File: src/buddy_map_merge_engine_assert.svh
// Assertion macros shared by the buddy map merge engine RTL.
// Expects clk_i and rst_ni in the scope of each use.
`ifndef BUDDY_MAP_MERGE_ENGINE_ASSERT_SVH
`define BUDDY_MAP_MERGE_ENGINE_ASSERT_SVH

// Checked on every clock edge outside reset.
`define BMME_ASSERT(lbl, prop, msg) \
  lbl: assert property (@(posedge clk_i) disable iff (!rst_ni) prop) else $error(msg);

// Checked on every clock edge, reset included.
`define BMME_ASSERT_RST(lbl, prop, msg) \
  lbl: assert property (@(posedge clk_i) prop) else $error(msg);

`endif

File: src/bmme_pkg.sv
// Package for the buddy map merge engine: payload words, map and run
// counter control structs, command and state enums. No dependencies.
`default_nettype none

package bmme_pkg;

  // Walk positions: wide enough for a pair base plus the largest span.
  localparam int unsigned POS_W      = 18;
  // Run length in units and its rounded-up log2.
  localparam int unsigned RUN_W      = 12;
  localparam int unsigned ORD_W      = 4;
  localparam int unsigned CFG_IDX_W  = 1;
  localparam int unsigned CFG_DATA_W = 11;

  localparam logic [CFG_IDX_W-1:0] CFG_MIN_ORDER  = 1'b0;
  localparam logic [CFG_IDX_W-1:0] CFG_HEAP_UNITS = 1'b1;

  localparam logic [4:0]       MIN_ORDER_RST  = 5'd4;
  localparam logic [10:0]      HEAP_UNITS_RST = 11'd1024;
  localparam logic [4:0]       MAX_PAIR_SHIFT = 5'd17;
  localparam logic [4:0]       ORDER_SAT      = 5'd31;
  // Longest possible run is 2047 units.
  localparam logic [ORD_W-1:0] RUN_ORDER_MAX  = 4'd11;

  typedef enum logic [1:0] {
    CMD_WRITE   = 2'd0,
    CMD_READ    = 2'd1,
    CMD_MEASURE = 2'd2,
    CMD_MERGE   = 2'd3
  } bmme_cmd_e;

  typedef struct packed {
    bmme_cmd_e  cmd;
    logic [9:0] unit_index;
    logic       start_mark_in;
    logic       used_mark_in;
    logic [4:0] merge_order;
  } bmme_in_t;

  typedef struct packed {
    logic       start_mark_out;
    logic       used_mark_out;
    logic [4:0] size_order;
    logic       merge_status;
  } bmme_out_t;

  typedef struct packed {
    logic start;
    logic used;
  } bmme_mark_t;

  typedef struct packed {
    logic             we;
    logic [POS_W-1:0] waddr;
    bmme_mark_t       wdata;
    logic             re;
    logic [POS_W-1:0] raddr;
  } bmme_ram_req_t;

  typedef struct packed {
    logic clr;
    logic step;
  } bmme_run_ctl_t;

  typedef enum logic [3:0] {
    ST_CLEAR,
    ST_IDLE,
    ST_WRITE,
    ST_READ,
    ST_READ_WAIT,
    ST_MEAS,
    ST_PAIR,
    ST_HEAD_CHK,
    ST_WALK,
    ST_RESP
  } bmme_state_e;

endpackage

`default_nettype wire

File: src/bmme_map_ram.sv
// Unit map store: one write port, one read port, registered read data.
// Depends on bmme_pkg.
`default_nettype none

module bmme_map_ram #(
  parameter int unsigned MAX_UNITS = 1024
) (
  input  wire                      clk_i,
  input  bmme_pkg::bmme_ram_req_t  req_i,
  output bmme_pkg::bmme_mark_t     rdata_o
);

  localparam int unsigned AW = $clog2(MAX_UNITS);

  bmme_pkg::bmme_mark_t mem_q [MAX_UNITS];
  bmme_pkg::bmme_mark_t rdata_q;

  always_ff @(posedge clk_i) begin
    if (req_i.we) begin
      mem_q[req_i.waddr[AW-1:0]] <= req_i.wdata;
    end
    if (req_i.re) begin
      rdata_q <= mem_q[req_i.raddr[AW-1:0]];
    end
  end

  assign rdata_o = rdata_q;

endmodule

`default_nettype wire

File: src/bmme_run_counter.sv
// Run length counter: counts units of a block and tracks ceil(log2(n)).
// Depends on bmme_pkg and the assertion macro header.
`default_nettype none
`include "buddy_map_merge_engine_assert.svh"

module bmme_run_counter (
  input  wire                              clk_i,
  input  wire                              rst_ni,
  input  bmme_pkg::bmme_run_ctl_t          ctl_i,
  output logic [bmme_pkg::ORD_W-1:0]       ord_o
);

  localparam int unsigned RW = bmme_pkg::RUN_W;
  localparam int unsigned OW = bmme_pkg::ORD_W;

  logic [RW-1:0] n_q, n_d;
  logic [OW-1:0] c_q, c_d;
  logic          pow2;

  // ceil(log2(n+1)) = ceil(log2(n)) + 1 exactly when n is a power of two
  assign pow2 = ((n_q & (n_q - RW'(1))) == '0);

  always_comb begin
    n_d = n_q;
    c_d = c_q;
    if (ctl_i.clr) begin
      n_d = RW'(1);
      c_d = '0;
    end else if (ctl_i.step) begin
      n_d = n_q + RW'(1);
      if (pow2) begin
        c_d = c_q + OW'(1);
      end
    end
  end

  always_ff @(posedge clk_i or negedge rst_ni) begin
    if (!rst_ni) begin
      n_q <= RW'(1);
      c_q <= '0;
    end else begin
      n_q <= n_d;
      c_q <= c_d;
    end
  end

  assign ord_o = c_q;

  `BMME_ASSERT(a_run_order_bound, c_q <= bmme_pkg::RUN_ORDER_MAX, "run order out of range")

endmodule

`default_nettype wire

File: src/bmme_seq.sv
// Command sequencer: clear sweep, mark read/write, block walk, merge pass
// and output register. Depends on bmme_pkg and the assertion macro header.
`default_nettype none
`include "buddy_map_merge_engine_assert.svh"

module bmme_seq #(
  parameter int unsigned MAX_UNITS = 1024
) (
  input  wire                             clk_i,
  input  wire                             rst_ni,
  input  wire                             in_valid_i,
  output logic                            in_ready_o,
  input  bmme_pkg::bmme_in_t              in_data_i,
  output logic                            out_valid_o,
  input  wire                             out_ready_i,
  output bmme_pkg::bmme_out_t             out_data_o,
  input  wire  [4:0]                      min_order_i,
  input  wire  [10:0]                     units_i,
  output bmme_pkg::bmme_ram_req_t         ram_req_o,
  input  bmme_pkg::bmme_mark_t            ram_rdata_i,
  output bmme_pkg::bmme_run_ctl_t         run_ctl_o,
  input  wire  [bmme_pkg::ORD_W-1:0]      run_ord_i
);

  localparam int unsigned AW = $clog2(MAX_UNITS);
  localparam int unsigned PW = bmme_pkg::POS_W;

  bmme_pkg::bmme_state_e state_q, state_d;
  bmme_pkg::bmme_in_t    item_q, item_d;
  bmme_pkg::bmme_out_t   res_q, res_d;
  bmme_pkg::bmme_out_t   out_q, out_d;
  logic                  out_valid_q, out_valid_d;
  logic [AW-1:0]         clr_q, clr_d;
  logic [PW-1:0]         j_q, j_d;
  logic [PW-1:0]         base_q, base_d;
  logic [PW-1:0]         half_q, half_d;
  logic [4:0]            dm1_q, dm1_d;
  logic                  half_sel_q, half_sel_d;
  logic                  rd_pend_q, rd_pend_d;

  logic [PW-1:0] units_p, idx_p, buddy, head_pos, span;
  logic          in_store;
  logic [4:0]    ord_gap;
  logic          merge_bad;
  logic [5:0]    size_sum;
  logic          capped, hit, ext, more, fit;

  assign units_p  = PW'(units_i);
  assign idx_p    = PW'(item_q.unit_index);
  assign in_store = (32'(item_q.unit_index) < 32'(MAX_UNITS));
  assign buddy    = base_q + half_q;
  assign head_pos = half_sel_q ? buddy : base_q;
  assign span     = half_q << 1;

  assign ord_gap   = in_data_i.merge_order - min_order_i;
  assign merge_bad = (in_data_i.merge_order <= min_order_i) ||
                     (ord_gap > bmme_pkg::MAX_PAIR_SHIFT);

  assign size_sum = {1'b0, min_order_i} + 6'(run_ord_i);

  // walk bookkeeping: data returned this cycle belongs to unit j_q - 1
  assign capped = (item_q.cmd == bmme_pkg::CMD_MERGE) && (5'(run_ord_i) > dm1_q);
  assign hit    = rd_pend_q && ram_rdata_i.start;
  assign ext    = rd_pend_q && !ram_rdata_i.start;
  assign more   = (j_q < units_p);
  assign fit    = !capped && (5'(run_ord_i) == dm1_q);

  always_comb begin
    state_d     = state_q;
    item_d      = item_q;
    res_d       = res_q;
    out_d       = out_q;
    out_valid_d = out_valid_q;
    clr_d       = clr_q;
    j_d         = j_q;
    base_d      = base_q;
    half_d      = half_q;
    dm1_d       = dm1_q;
    half_sel_d  = half_sel_q;
    rd_pend_d   = rd_pend_q;
    in_ready_o  = 1'b0;
    ram_req_o   = '0;
    run_ctl_o   = '0;

    if (out_valid_q && out_ready_i) begin
      out_valid_d = 1'b0;
    end

    unique case (state_q)
      bmme_pkg::ST_CLEAR: begin
        ram_req_o.we    = 1'b1;
        ram_req_o.waddr = PW'(clr_q);
        clr_d           = clr_q + AW'(1);
        if (clr_q == AW'(MAX_UNITS - 1)) begin
          state_d = bmme_pkg::ST_IDLE;
        end
      end
      bmme_pkg::ST_IDLE: begin
        in_ready_o = 1'b1;
        if (in_valid_i) begin
          item_d     = in_data_i;
          res_d      = '0;
          base_d     = '0;
          half_sel_d = 1'b0;
          unique case (in_data_i.cmd)
            bmme_pkg::CMD_WRITE:   state_d = bmme_pkg::ST_WRITE;
            bmme_pkg::CMD_READ:    state_d = bmme_pkg::ST_READ;
            bmme_pkg::CMD_MEASURE: state_d = bmme_pkg::ST_MEAS;
            bmme_pkg::CMD_MERGE: begin
              if (merge_bad) begin
                res_d.merge_status = 1'b1;
                state_d            = bmme_pkg::ST_RESP;
              end else begin
                dm1_d   = ord_gap - 5'd1;
                half_d  = PW'(1) << (ord_gap - 5'd1);
                state_d = bmme_pkg::ST_PAIR;
              end
            end
            default: state_d = bmme_pkg::ST_IDLE;
          endcase
        end
      end
      bmme_pkg::ST_WRITE: begin
        if (in_store) begin
          ram_req_o.we          = 1'b1;
          ram_req_o.waddr       = idx_p;
          ram_req_o.wdata.start = item_q.start_mark_in;
          ram_req_o.wdata.used  = item_q.used_mark_in;
        end
        state_d = bmme_pkg::ST_RESP;
      end
      bmme_pkg::ST_READ: begin
        if (in_store) begin
          ram_req_o.re    = 1'b1;
          ram_req_o.raddr = idx_p;
          state_d         = bmme_pkg::ST_READ_WAIT;
        end else begin
          state_d = bmme_pkg::ST_RESP;
        end
      end
      bmme_pkg::ST_READ_WAIT: begin
        res_d.start_mark_out = ram_rdata_i.start;
        res_d.used_mark_out  = ram_rdata_i.used;
        state_d              = bmme_pkg::ST_RESP;
      end
      bmme_pkg::ST_MEAS: begin
        // a unit past the heap end sees no reads and measures one unit
        run_ctl_o.clr = 1'b1;
        j_d           = idx_p + PW'(1);
        rd_pend_d     = 1'b0;
        state_d       = bmme_pkg::ST_WALK;
      end
      bmme_pkg::ST_PAIR: begin
        if (!half_sel_q && !(buddy < units_p)) begin
          res_d.merge_status = 1'b1;
          state_d            = bmme_pkg::ST_RESP;
        end else begin
          ram_req_o.re    = 1'b1;
          ram_req_o.raddr = head_pos;
          state_d         = bmme_pkg::ST_HEAD_CHK;
        end
      end
      bmme_pkg::ST_HEAD_CHK: begin
        if (ram_rdata_i.start && !ram_rdata_i.used) begin
          run_ctl_o.clr = 1'b1;
          j_d           = head_pos + PW'(1);
          rd_pend_d     = 1'b0;
          state_d       = bmme_pkg::ST_WALK;
        end else begin
          base_d     = base_q + span;
          half_sel_d = 1'b0;
          state_d    = bmme_pkg::ST_PAIR;
        end
      end
      bmme_pkg::ST_WALK: begin
        if (!(capped || hit || (!ext && !more))) begin
          // one map read issued per cycle, result checked in the next cycle
          run_ctl_o.step = ext;
          if (more) begin
            ram_req_o.re    = 1'b1;
            ram_req_o.raddr = j_q;
            j_d             = j_q + PW'(1);
            rd_pend_d       = 1'b1;
          end else begin
            rd_pend_d = 1'b0;
          end
        end else begin
          rd_pend_d = 1'b0;
          if (item_q.cmd == bmme_pkg::CMD_MEASURE) begin
            res_d.size_order = size_sum[5] ? bmme_pkg::ORDER_SAT : size_sum[4:0];
            state_d          = bmme_pkg::ST_RESP;
          end else if (fit && !half_sel_q) begin
            half_sel_d = 1'b1;
            state_d    = bmme_pkg::ST_PAIR;
          end else if (fit) begin
            // both halves qualify: drop the buddy's marks
            ram_req_o.we       = 1'b1;
            ram_req_o.waddr    = buddy;
            res_d.merge_status = 1'b0;
            state_d            = bmme_pkg::ST_RESP;
          end else begin
            base_d     = base_q + span;
            half_sel_d = 1'b0;
            state_d    = bmme_pkg::ST_PAIR;
          end
        end
      end
      bmme_pkg::ST_RESP: begin
        if (!out_valid_q || out_ready_i) begin
          out_valid_d = 1'b1;
          out_d       = res_q;
          state_d     = bmme_pkg::ST_IDLE;
        end
      end
      default: state_d = bmme_pkg::ST_IDLE;
    endcase
  end

  always_ff @(posedge clk_i or negedge rst_ni) begin
    if (!rst_ni) begin
      state_q     <= bmme_pkg::ST_CLEAR;
      out_valid_q <= 1'b0;
      clr_q       <= '0;
      half_sel_q  <= 1'b0;
      rd_pend_q   <= 1'b0;
    end else begin
      state_q     <= state_d;
      out_valid_q <= out_valid_d;
      clr_q       <= clr_d;
      half_sel_q  <= half_sel_d;
      rd_pend_q   <= rd_pend_d;
    end
  end

  always_ff @(posedge clk_i) begin
    item_q <= item_d;
    res_q  <= res_d;
    out_q  <= out_d;
    j_q    <= j_d;
    base_q <= base_d;
    half_q <= half_d;
    dm1_q  <= dm1_d;
  end

  assign out_valid_o = out_valid_q;
  assign out_data_o  = out_q;

  `BMME_ASSERT(a_resp_to_idle, (state_q == bmme_pkg::ST_RESP) && (!out_valid_q || out_ready_i) |=> out_valid_q && (state_q == bmme_pkg::ST_IDLE), "result word not loaded")
  `BMME_ASSERT(a_out_from_resp, $rose(out_valid_q) |-> ($past(state_q) == bmme_pkg::ST_RESP), "result word from wrong state")
  `BMME_ASSERT_RST(a_reset_clears, !rst_ni |=> (state_q == bmme_pkg::ST_CLEAR), "map sweep skipped after reset")

endmodule

`default_nettype wire

File: src/buddy_map_merge_engine.sv
// Top level of the buddy map merge engine: configuration registers, heap
// extent clamp, sequencer, run counter and unit map store. Uses bmme_pkg.
//
// The engine keeps a map of MAX_UNITS heap units (start mark, used mark)
// and serves one command word at a time: write marks, read marks, measure
// the block at a unit (rounded-up log2 of its byte size), or one merge
// pass for a given order. Right after reset the map is swept to zero, one
// entry per cycle, so in_ready_o stays low until the sweep ends; the
// configuration port takes writes at any time and must only be written
// while the engine is idle. All work goes through a single map read port
// walked by the sequencer: a measure reads the units after the given one
// until the next block start or the heap end (none for a unit at or past
// the heap end), and a merge pass checks the head of each pair (low half,
// then buddy) and walks the run behind each free head. One result word is
// produced per command word; the output is registered, so the next command
// word is taken while a result still waits for out_ready_i, and the engine
// only holds off its answer while that earlier word is still unread.
`default_nettype none

module buddy_map_merge_engine #(
  parameter int unsigned MAX_UNITS = 1024
) (
  input  wire                                    clk_i,
  input  wire                                    rst_ni,
  input  wire                                    in_valid_i,
  output logic                                   in_ready_o,
  input  bmme_pkg::bmme_in_t                     in_data_i,
  output logic                                   out_valid_o,
  input  wire                                    out_ready_i,
  output bmme_pkg::bmme_out_t                    out_data_o,
  input  wire                                    cfg_valid_i,
  output logic                                   cfg_ready_o,
  input  wire  [bmme_pkg::CFG_IDX_W-1:0]         cfg_index_i,
  input  wire  [bmme_pkg::CFG_DATA_W-1:0]        cfg_data_i
);

  logic [4:0]  min_order_q, min_order_d;
  logic [10:0] heap_units_q, heap_units_d;
  logic [10:0] units;

  bmme_pkg::bmme_ram_req_t ram_req;
  bmme_pkg::bmme_mark_t    ram_rdata;
  bmme_pkg::bmme_run_ctl_t run_ctl;
  logic [bmme_pkg::ORD_W-1:0] run_ord;

  // config writes are always taken
  assign cfg_ready_o = 1'b1;

  always_comb begin
    min_order_d  = min_order_q;
    heap_units_d = heap_units_q;
    if (cfg_valid_i && cfg_ready_o) begin
      unique case (cfg_index_i)
        bmme_pkg::CFG_MIN_ORDER:  min_order_d  = cfg_data_i[4:0];
        bmme_pkg::CFG_HEAP_UNITS: heap_units_d = cfg_data_i;
        default: ;
      endcase
    end
  end

  always_ff @(posedge clk_i or negedge rst_ni) begin
    if (!rst_ni) begin
      min_order_q  <= bmme_pkg::MIN_ORDER_RST;
      heap_units_q <= bmme_pkg::HEAP_UNITS_RST;
    end else begin
      min_order_q  <= min_order_d;
      heap_units_q <= heap_units_d;
    end
  end

  // heap extent beyond the store acts as the store size
  assign units = (32'(heap_units_q) > 32'(MAX_UNITS)) ? 11'(MAX_UNITS) : heap_units_q;

  bmme_seq #(
    .MAX_UNITS (MAX_UNITS)
  ) u_seq (
    .clk_i       (clk_i),
    .rst_ni      (rst_ni),
    .in_valid_i  (in_valid_i),
    .in_ready_o  (in_ready_o),
    .in_data_i   (in_data_i),
    .out_valid_o (out_valid_o),
    .out_ready_i (out_ready_i),
    .out_data_o  (out_data_o),
    .min_order_i (min_order_q),
    .units_i     (units),
    .ram_req_o   (ram_req),
    .ram_rdata_i (ram_rdata),
    .run_ctl_o   (run_ctl),
    .run_ord_i   (run_ord)
  );

  bmme_run_counter u_run (
    .clk_i  (clk_i),
    .rst_ni (rst_ni),
    .ctl_i  (run_ctl),
    .ord_o  (run_ord)
  );

  bmme_map_ram #(
    .MAX_UNITS (MAX_UNITS)
  ) u_map (
    .clk_i   (clk_i),
    .req_i   (ram_req),
    .rdata_o (ram_rdata)
  );

endmodule

`default_nettype wire
File: config.mk
export PLATFORM = sky130hd
export DESIGN_NAME = buddy_map_merge_engine
export DESIGN_NICKNAME = d
export VERILOG_FILES = /design/src/bmme_pkg.sv /design/src/bmme_map_ram.sv /design/src/bmme_run_counter.sv /design/src/bmme_seq.sv /design/src/buddy_map_merge_engine.sv
export VERILOG_INCLUDE_DIRS = /design/src /design/src/src
export SDC_FILE = /design/constraint.sdc
export NUM_CORES = 2
export LEC_CHECK = 0
export BUFFER_PORTS_ARGS = -buffer_cell sky130_fd_sc_hd__buf_2
export CORE_MARGIN = 4
export CORE_UTILIZATION = 36
export CTS_CLUSTER_SIZE = 28
export DETAILED_ROUTE_END_ITERATION = 16
export SLEW_MARGIN = 20
export SYNTH_ARGS = -nofsm -noshare
export SYNTH_HDL_FRONTEND = slang
export SYNTH_HIERARCHICAL = 1
export SYNTH_SLANG_ARGS = --single-unit
File: constraint.sdc
create_clock -name clk_i -period 22.3 [get_ports clk_i]
set_input_delay 2.23 -clock clk_i [delete_from_list [all_inputs] [get_ports clk_i]]
set_output_delay 2.23 -clock clk_i [all_outputs]
set_load 0.05 [all_outputs]
Yosys cells after proc, flatten, opt, wreduce, memory -nomap -nowiden --
Memories as Yosys holds them, arrays and structs flattened. A register that Yosys moved wholly into a read port is not among the register bits. Index checks and enable logic that the tools add are counted.
Word-level totals: RAM bits 2048, memories 1, bits of input ports 36, word-level logic and storage cells 199, output and inout port bits 11, register bits 138
Memory list:
- u_map.mem_q | words 1024, width 2, read ports 1, clocked after Yosys merged registers in 1, wr ports 1, RTL line bmme_map_ram.sv:15 | bmme_pkg::bmme_mark_t mem_q [MAX_UNITS];
Operators by class: add/subtract/negate cells 12, eq/ne operators 31, order comparisons 6, multiplexer cells 74, reduce and logical (&&, ||, !) cells 46, shifts and indexed selects 1, bitwise logic cells 3
Operators with widths (number):
- 2-to-1 mux 18 bit | 10
- 2-to-1 mux 19 bit | 7
- one-hot mux 19 bit (3 select lines) | 2
- one-hot mux 18 bit (3 select lines) | 2
- 2-to-1 mux 4 bit | 13
- adder 18 x 1 -> 18 bit (second input constant) | 2
- adder 18 bit | 2
- less-than comparator 18 x 11 -> 1 bit | 2
- one-hot mux 4 bit (9 select lines) | 1
- 2-to-1 mux 1 bit | 24
- 2-to-1 mux 12 bit | 2
- left shift 1 x 5 -> 18 bit (first input constant) | 1
- equality test 4 x 3 -> 1 bit (second input constant) | 4
- != test 2 x 1 -> 1 bit (second input constant) | 8
- one-hot mux 4 bit (4 select lines) | 1
- AND reduction 4 bit | 4
- AND reduction 2 bit | 7
- AND reduction 7 bit | 2
- adder 12 x 1 -> 12 bit (second input constant) | 1
- bitwise AND 12 bit | 1
- logical NOT 12 bit | 1
- != test 2 bit (second input constant) | 6
- subtractor 12 x 1 -> 12 bit (second input constant) | 1
- adder 10 x 1 -> 11 bit (second input constant) | 1
- other kinds (36) | 68

Logic depth before layout (Yosys ltp) --
depth after elaboration 11, gate-level depth with buffers 31, gate-level depth less buffers 24

Cells and area by module --
Netlist, hierarchy kept.
By module, submodules not included:
- bmme_map_ram | area each 83777.8 µm², times used 1, cells each 4793, seq. area each 61559.0 µm²
- bmme_seq | area each 8568.2 µm², times used 1, cells each 945, seq. area each 3067.9 µm²
- bmme_run_counter | area each 982.2 µm², times used 1, cells each 98, seq. area each 401.6 µm²
- buddy_map_merge_engine | area each 679.4 µm², times used 1, cells each 49, seq. area each 402.9 µm²

Worst setup path after synthesis --
Ideal clock, no wire load.
path type flip-flop to flip-flop, from register u_seq.state_q[1], to memory u_map/mem_q[0][0] (netlist bit), data pin, arrival 13.872 ns, required time 19.413 ns, cell stages (with the launch flop) 4, slack 5.541 ns, setup time 2.887 ns, buffers on the path 1, period minus slack after synthesis 16.759 ns, path through dfrtp_1 > clkbuf_1 > nor2b_1 > and3_1
RTL lines:
- start: declaration | RTL line bmme_seq.sv:28 | bmme_pkg::bmme_state_e state_q, state_d;
- start signal: assignment | RTL line bmme_seq.sv:221 | state_q <= bmme_pkg::ST_CLEAR;
- start signal: assignment | RTL line bmme_seq.sv:227 | state_q <= state_d;
- end: declaration | RTL line bmme_map_ram.sv:15

==> load_flow_metrics.sql <==
INSERT INTO impl_metrics (metric_group, metric, value, unit) VALUES
('sta', 'slew_headroom', '0.1493', ''),
('drt', 'drc', '0', ''),
('critical_path', 'timing.critical_path.fanout_max', '94', ''),
('critical_path', 'start_kind', 'register', ''),
('critical_path', 'crit_path_top_delay_cell', 'sky130_fd_sc_hd__buf_4', ''),
('sta', 'hold_violations', '0', ''),
('grt', 'wire_length_of_the_first_global_routing_pass', '382100', 'um'),
('clock_tree', 'clock_tree_buffer_depth', '3', ''),
('placed_design', 'buffer_ports.inserted', '45', ''),
('final_layout', 'drive_gt1_frac', '0.1815', ''),
('placed_design', 'dp_slack', '12.83', 'ns'),
('sta', 'unrepaired_setup_endpoints_after_global_routing', 'no', ''),
('final_layout', 'layout.cell_area.non_filler', '105200', 'sq um'),
('drt', 'avgRoutedWirePerCell', '28.10', 'um'),
('clock_tree', 'cts_root_buffer', 'sky130_fd_sc_hd__clkbuf_16', ''),
('die', 'num_io_pins', '47', ''),
('grt', 'number_of_antenna_violations_at_the_first_check_in_global_routing', '17', ''),
('drt', 'dr_total_vias', '54040', ''),
('logic_synthesis', 'syn_avg_cell_area', '16.01', 'sq um'),
('clock_tree', 'tritoncts', 'yes', ''),
('sta', 'final_tns_setup', '0', 'ns'),
('final_layout', 'final_nets', '5937', ''),
('die', 'die_area', '269000', 'sq um'),
('clock_tree', 'clkTransAtPathRegs', '0.06', 'ns'),
('power', 'power.leakage', '26.31', 'nW'),
('sta', 'fin_worst_hold_slack', '0.4196', 'ns'),
('die', 'chipWidth', '518.7', 'um'),
('critical_path', 'path_common_cell', 'sky130_fd_sc_hd__buf_4', ''),
('final_layout', 'finish.cell_count_without_fillers', '9411', ''),
('critical_path', 'timing.critical_path.required', '22.89', 'ns'),
('critical_path', 'critical_path_start_end_classification', 'reg2reg', ''),
('critical_path', 'critPathArrivalTime', '10.27', 'ns'),
('sta', 'post-route-period-util', '0.4341', ''),
('die', 'placeableCoreArea', '259500', 'sq um'),
('grt', 'globalRouteTotalUtil', '0.1918', ''),
('logic_synthesis', 'netlist_instances', '5863', ''),
('hold_path', 'timing.hold.worst.class', 'reg2reg', ''),
('critical_path', 'crit_path_end_kind', 'register', ''),
('grt', 'globalRouteOverflowTotal', '0', ''),
('sta', 'worst-slew-pin-transition', '1.276', 'ns'),
('final_layout', 'multiInputGateArea', '26520', 'sq um'),
('placed_design', 'dpl.hpwl', '149300', 'um'),
('clock_tree', 'cts.hold.buffers_added', '0', ''),
('drt', 'post_drt_via_cell_ratio', '5.742', ''),
('placed_design', 'routabilityCongestion', '0.8529', ''),
('placed_design', 'post-place-cells', '8999', ''),
('final_layout', 'seqCellArea', '65430', 'sq um'),
('power', 'totalPowerFinal', '8.329', 'mW'),
('sta', 'max_freq', '103.3', 'MHz'),
('drt', 'first_iter_violations', '7271', ''),
('final_layout', 'final_core_density', '0.4056', ''),
('power', 'power.density_cell_area', '79.14', 'nW/um^2'),
('sta', 'clock_skew', '0.05128', 'ns'),
('clock_tree', 'post-cts-setup-buffers', '0', ''),
('placed_design', 'placed_area', '97740', 'sq um'),
('sta', 'layout_setup_ws', '12.62', 'ns'),
('run', 'max_cap_violations', '0', ''),
('final_layout', 'fill_cells', '23130', ''),
('drt', 'ant_nets', '0', ''),
('sta', 'finalSetupViolCount', '0', ''),
('clock_tree', 'numClockSinks', '2187', ''),
('die', 'num_rows', '187', ''),
('final_layout', 'area_growth', '12.11', '%'),
('run_status', 'run_status', 'finished clean', ''),
('clock_tree', 'cts_inserted_buffers', '220', ''),
('power', 'vdd_ir_drop_max', '0.00007287', 'V'),
('critical_path', 'max_stage_delay', '0.74', 'ns'),
('die', 'initial_core_utilization', '0.3618', ''),
('sta', 'finalMaxSlewViolations', '0', ''),
('grt', 'pin_count_of_the_biggest_net_entering_global_routing', '242', ''),
('critical_path', 'crit_buf_inv', '6', ''),
('drt', 'routed_wl', '264400', 'um'),
('clock_tree', 'postCtsResizedCells', '0', ''),
('drt', 'drt_pre_antenna_iters', '6', ''),
('logic_synthesis', 'synth_nets', '5981', ''),
('logic_synthesis', 'synth-warning-count', '6', ''),
('logic_synthesis', 'post_synth_instance_area', '93880', 'sq um'),
('clock_tree', 'insertion_delay', '0.86', 'ns'),
('sta', 'period_needed', '9.680', 'ns'),
('grt', 'via_count_of_the_first_global_routing_pass', '54330', ''),
('die', 'die-height', '518.7', 'um'),
('clock_tree', 'h_tree_levels', '4', ''),
('critical_path', 'worst_path_dominant_cell_family', 'compound AO/OA/AOI/OAI gates', '');
## path summary, 6_finish.rpt
| check | from | endpoint | slack (ns) | depth (start not counted) |
|---|---|---|---|---|
| worst max-delay path | u_seq/base_q[1] | u_map/rdata_o[1] | 12.62 | 28 |
| worst min-delay path | u_seq/res_q[2] | u_seq/out_data_o[2] | 0.42 | 0 |
| worst max register to register | u_seq/base_q[1] | u_map/rdata_o[1] | 12.62 | 28 |
| worst min register to register | u_seq/res_q[2] | u_seq/out_data_o[2] | 0.42 | 0 |
| max in group asynchronous | rst_ni | u_seq/clr_q[0] | 20.34 | 2 |
| min in group asynchronous | rst_ni | u_run/n_q[11] | 1.50 | 2 |
## registers in the layout, summed over array words and instances (netlist names)
signal and flops:
u_seq/idx_p 10, u_seq/res_q 8, u_seq/base_q 17, u_seq/clr_q 10, u_seq/rd_pend_q 1, u_map/mem_q 2048
u_seq/out_data_o 8, u_seq/state_q 4, u_run/n_q 12, u_seq/j_q 18, u_seq/item_q 4, u_seq/dm1_q 5
u_map/rdata_o 2, u_seq/half_sel_q 1, heap_units_q 11, min_order_q 5, u_seq/half_q 18, u_seq/out_valid_o 1
u_run/ord_o 4
## final cells by class
type / count / area share
sequential: 2187 / 0.6217
antenna: 5 / 0.0001189
clock buffer: 257 / 0.05393
tap: 3402 / 0.04044
timing repair buffer: 174 / 0.01248
multi-input combinational: 3168 / 0.2520
inverter: 68 / 0.002461
clock inverter: 150 / 0.01689
## where the power goes
group	switching (mW)	total, mW	internal (mW)
combinational	0.0532	0.0805	0.0273
sequential	0.00426	4.45	4.45
clock	1.62	3.80	2.17
## metal layers
layer	wire length, um	vias to the layer above	global-route usage
met3	23100	470	0.03210
met2	126800	2532	0.3115
met1	104800	28300	0.2617
met4	9701	0	0.06722
met5	0	-	0
li1	-	22740	-
## cells in the final DEF, fill, tap and decap left out, types with 77 or more instances in the layout
cell	n
sky130_fd_sc_hd__mux2i_1	211
sky130_fd_sc_hd__mux4_2	449
sky130_fd_sc_hd__o221ai_1	83
sky130_fd_sc_hd__ha_1	78
sky130_fd_sc_hd__o21ai_0	77
sky130_fd_sc_hd__nand2_1	147
sky130_fd_sc_hd__clkbuf_16	221
sky130_fd_sc_hd__nor2_1	1159
sky130_fd_sc_hd__edfxtp_1	2138
sky130_fd_sc_hd__a21oi_1	129
sky130_fd_sc_hd__buf_4	118
No activity file was read; power rests on OpenSTA's default activity.
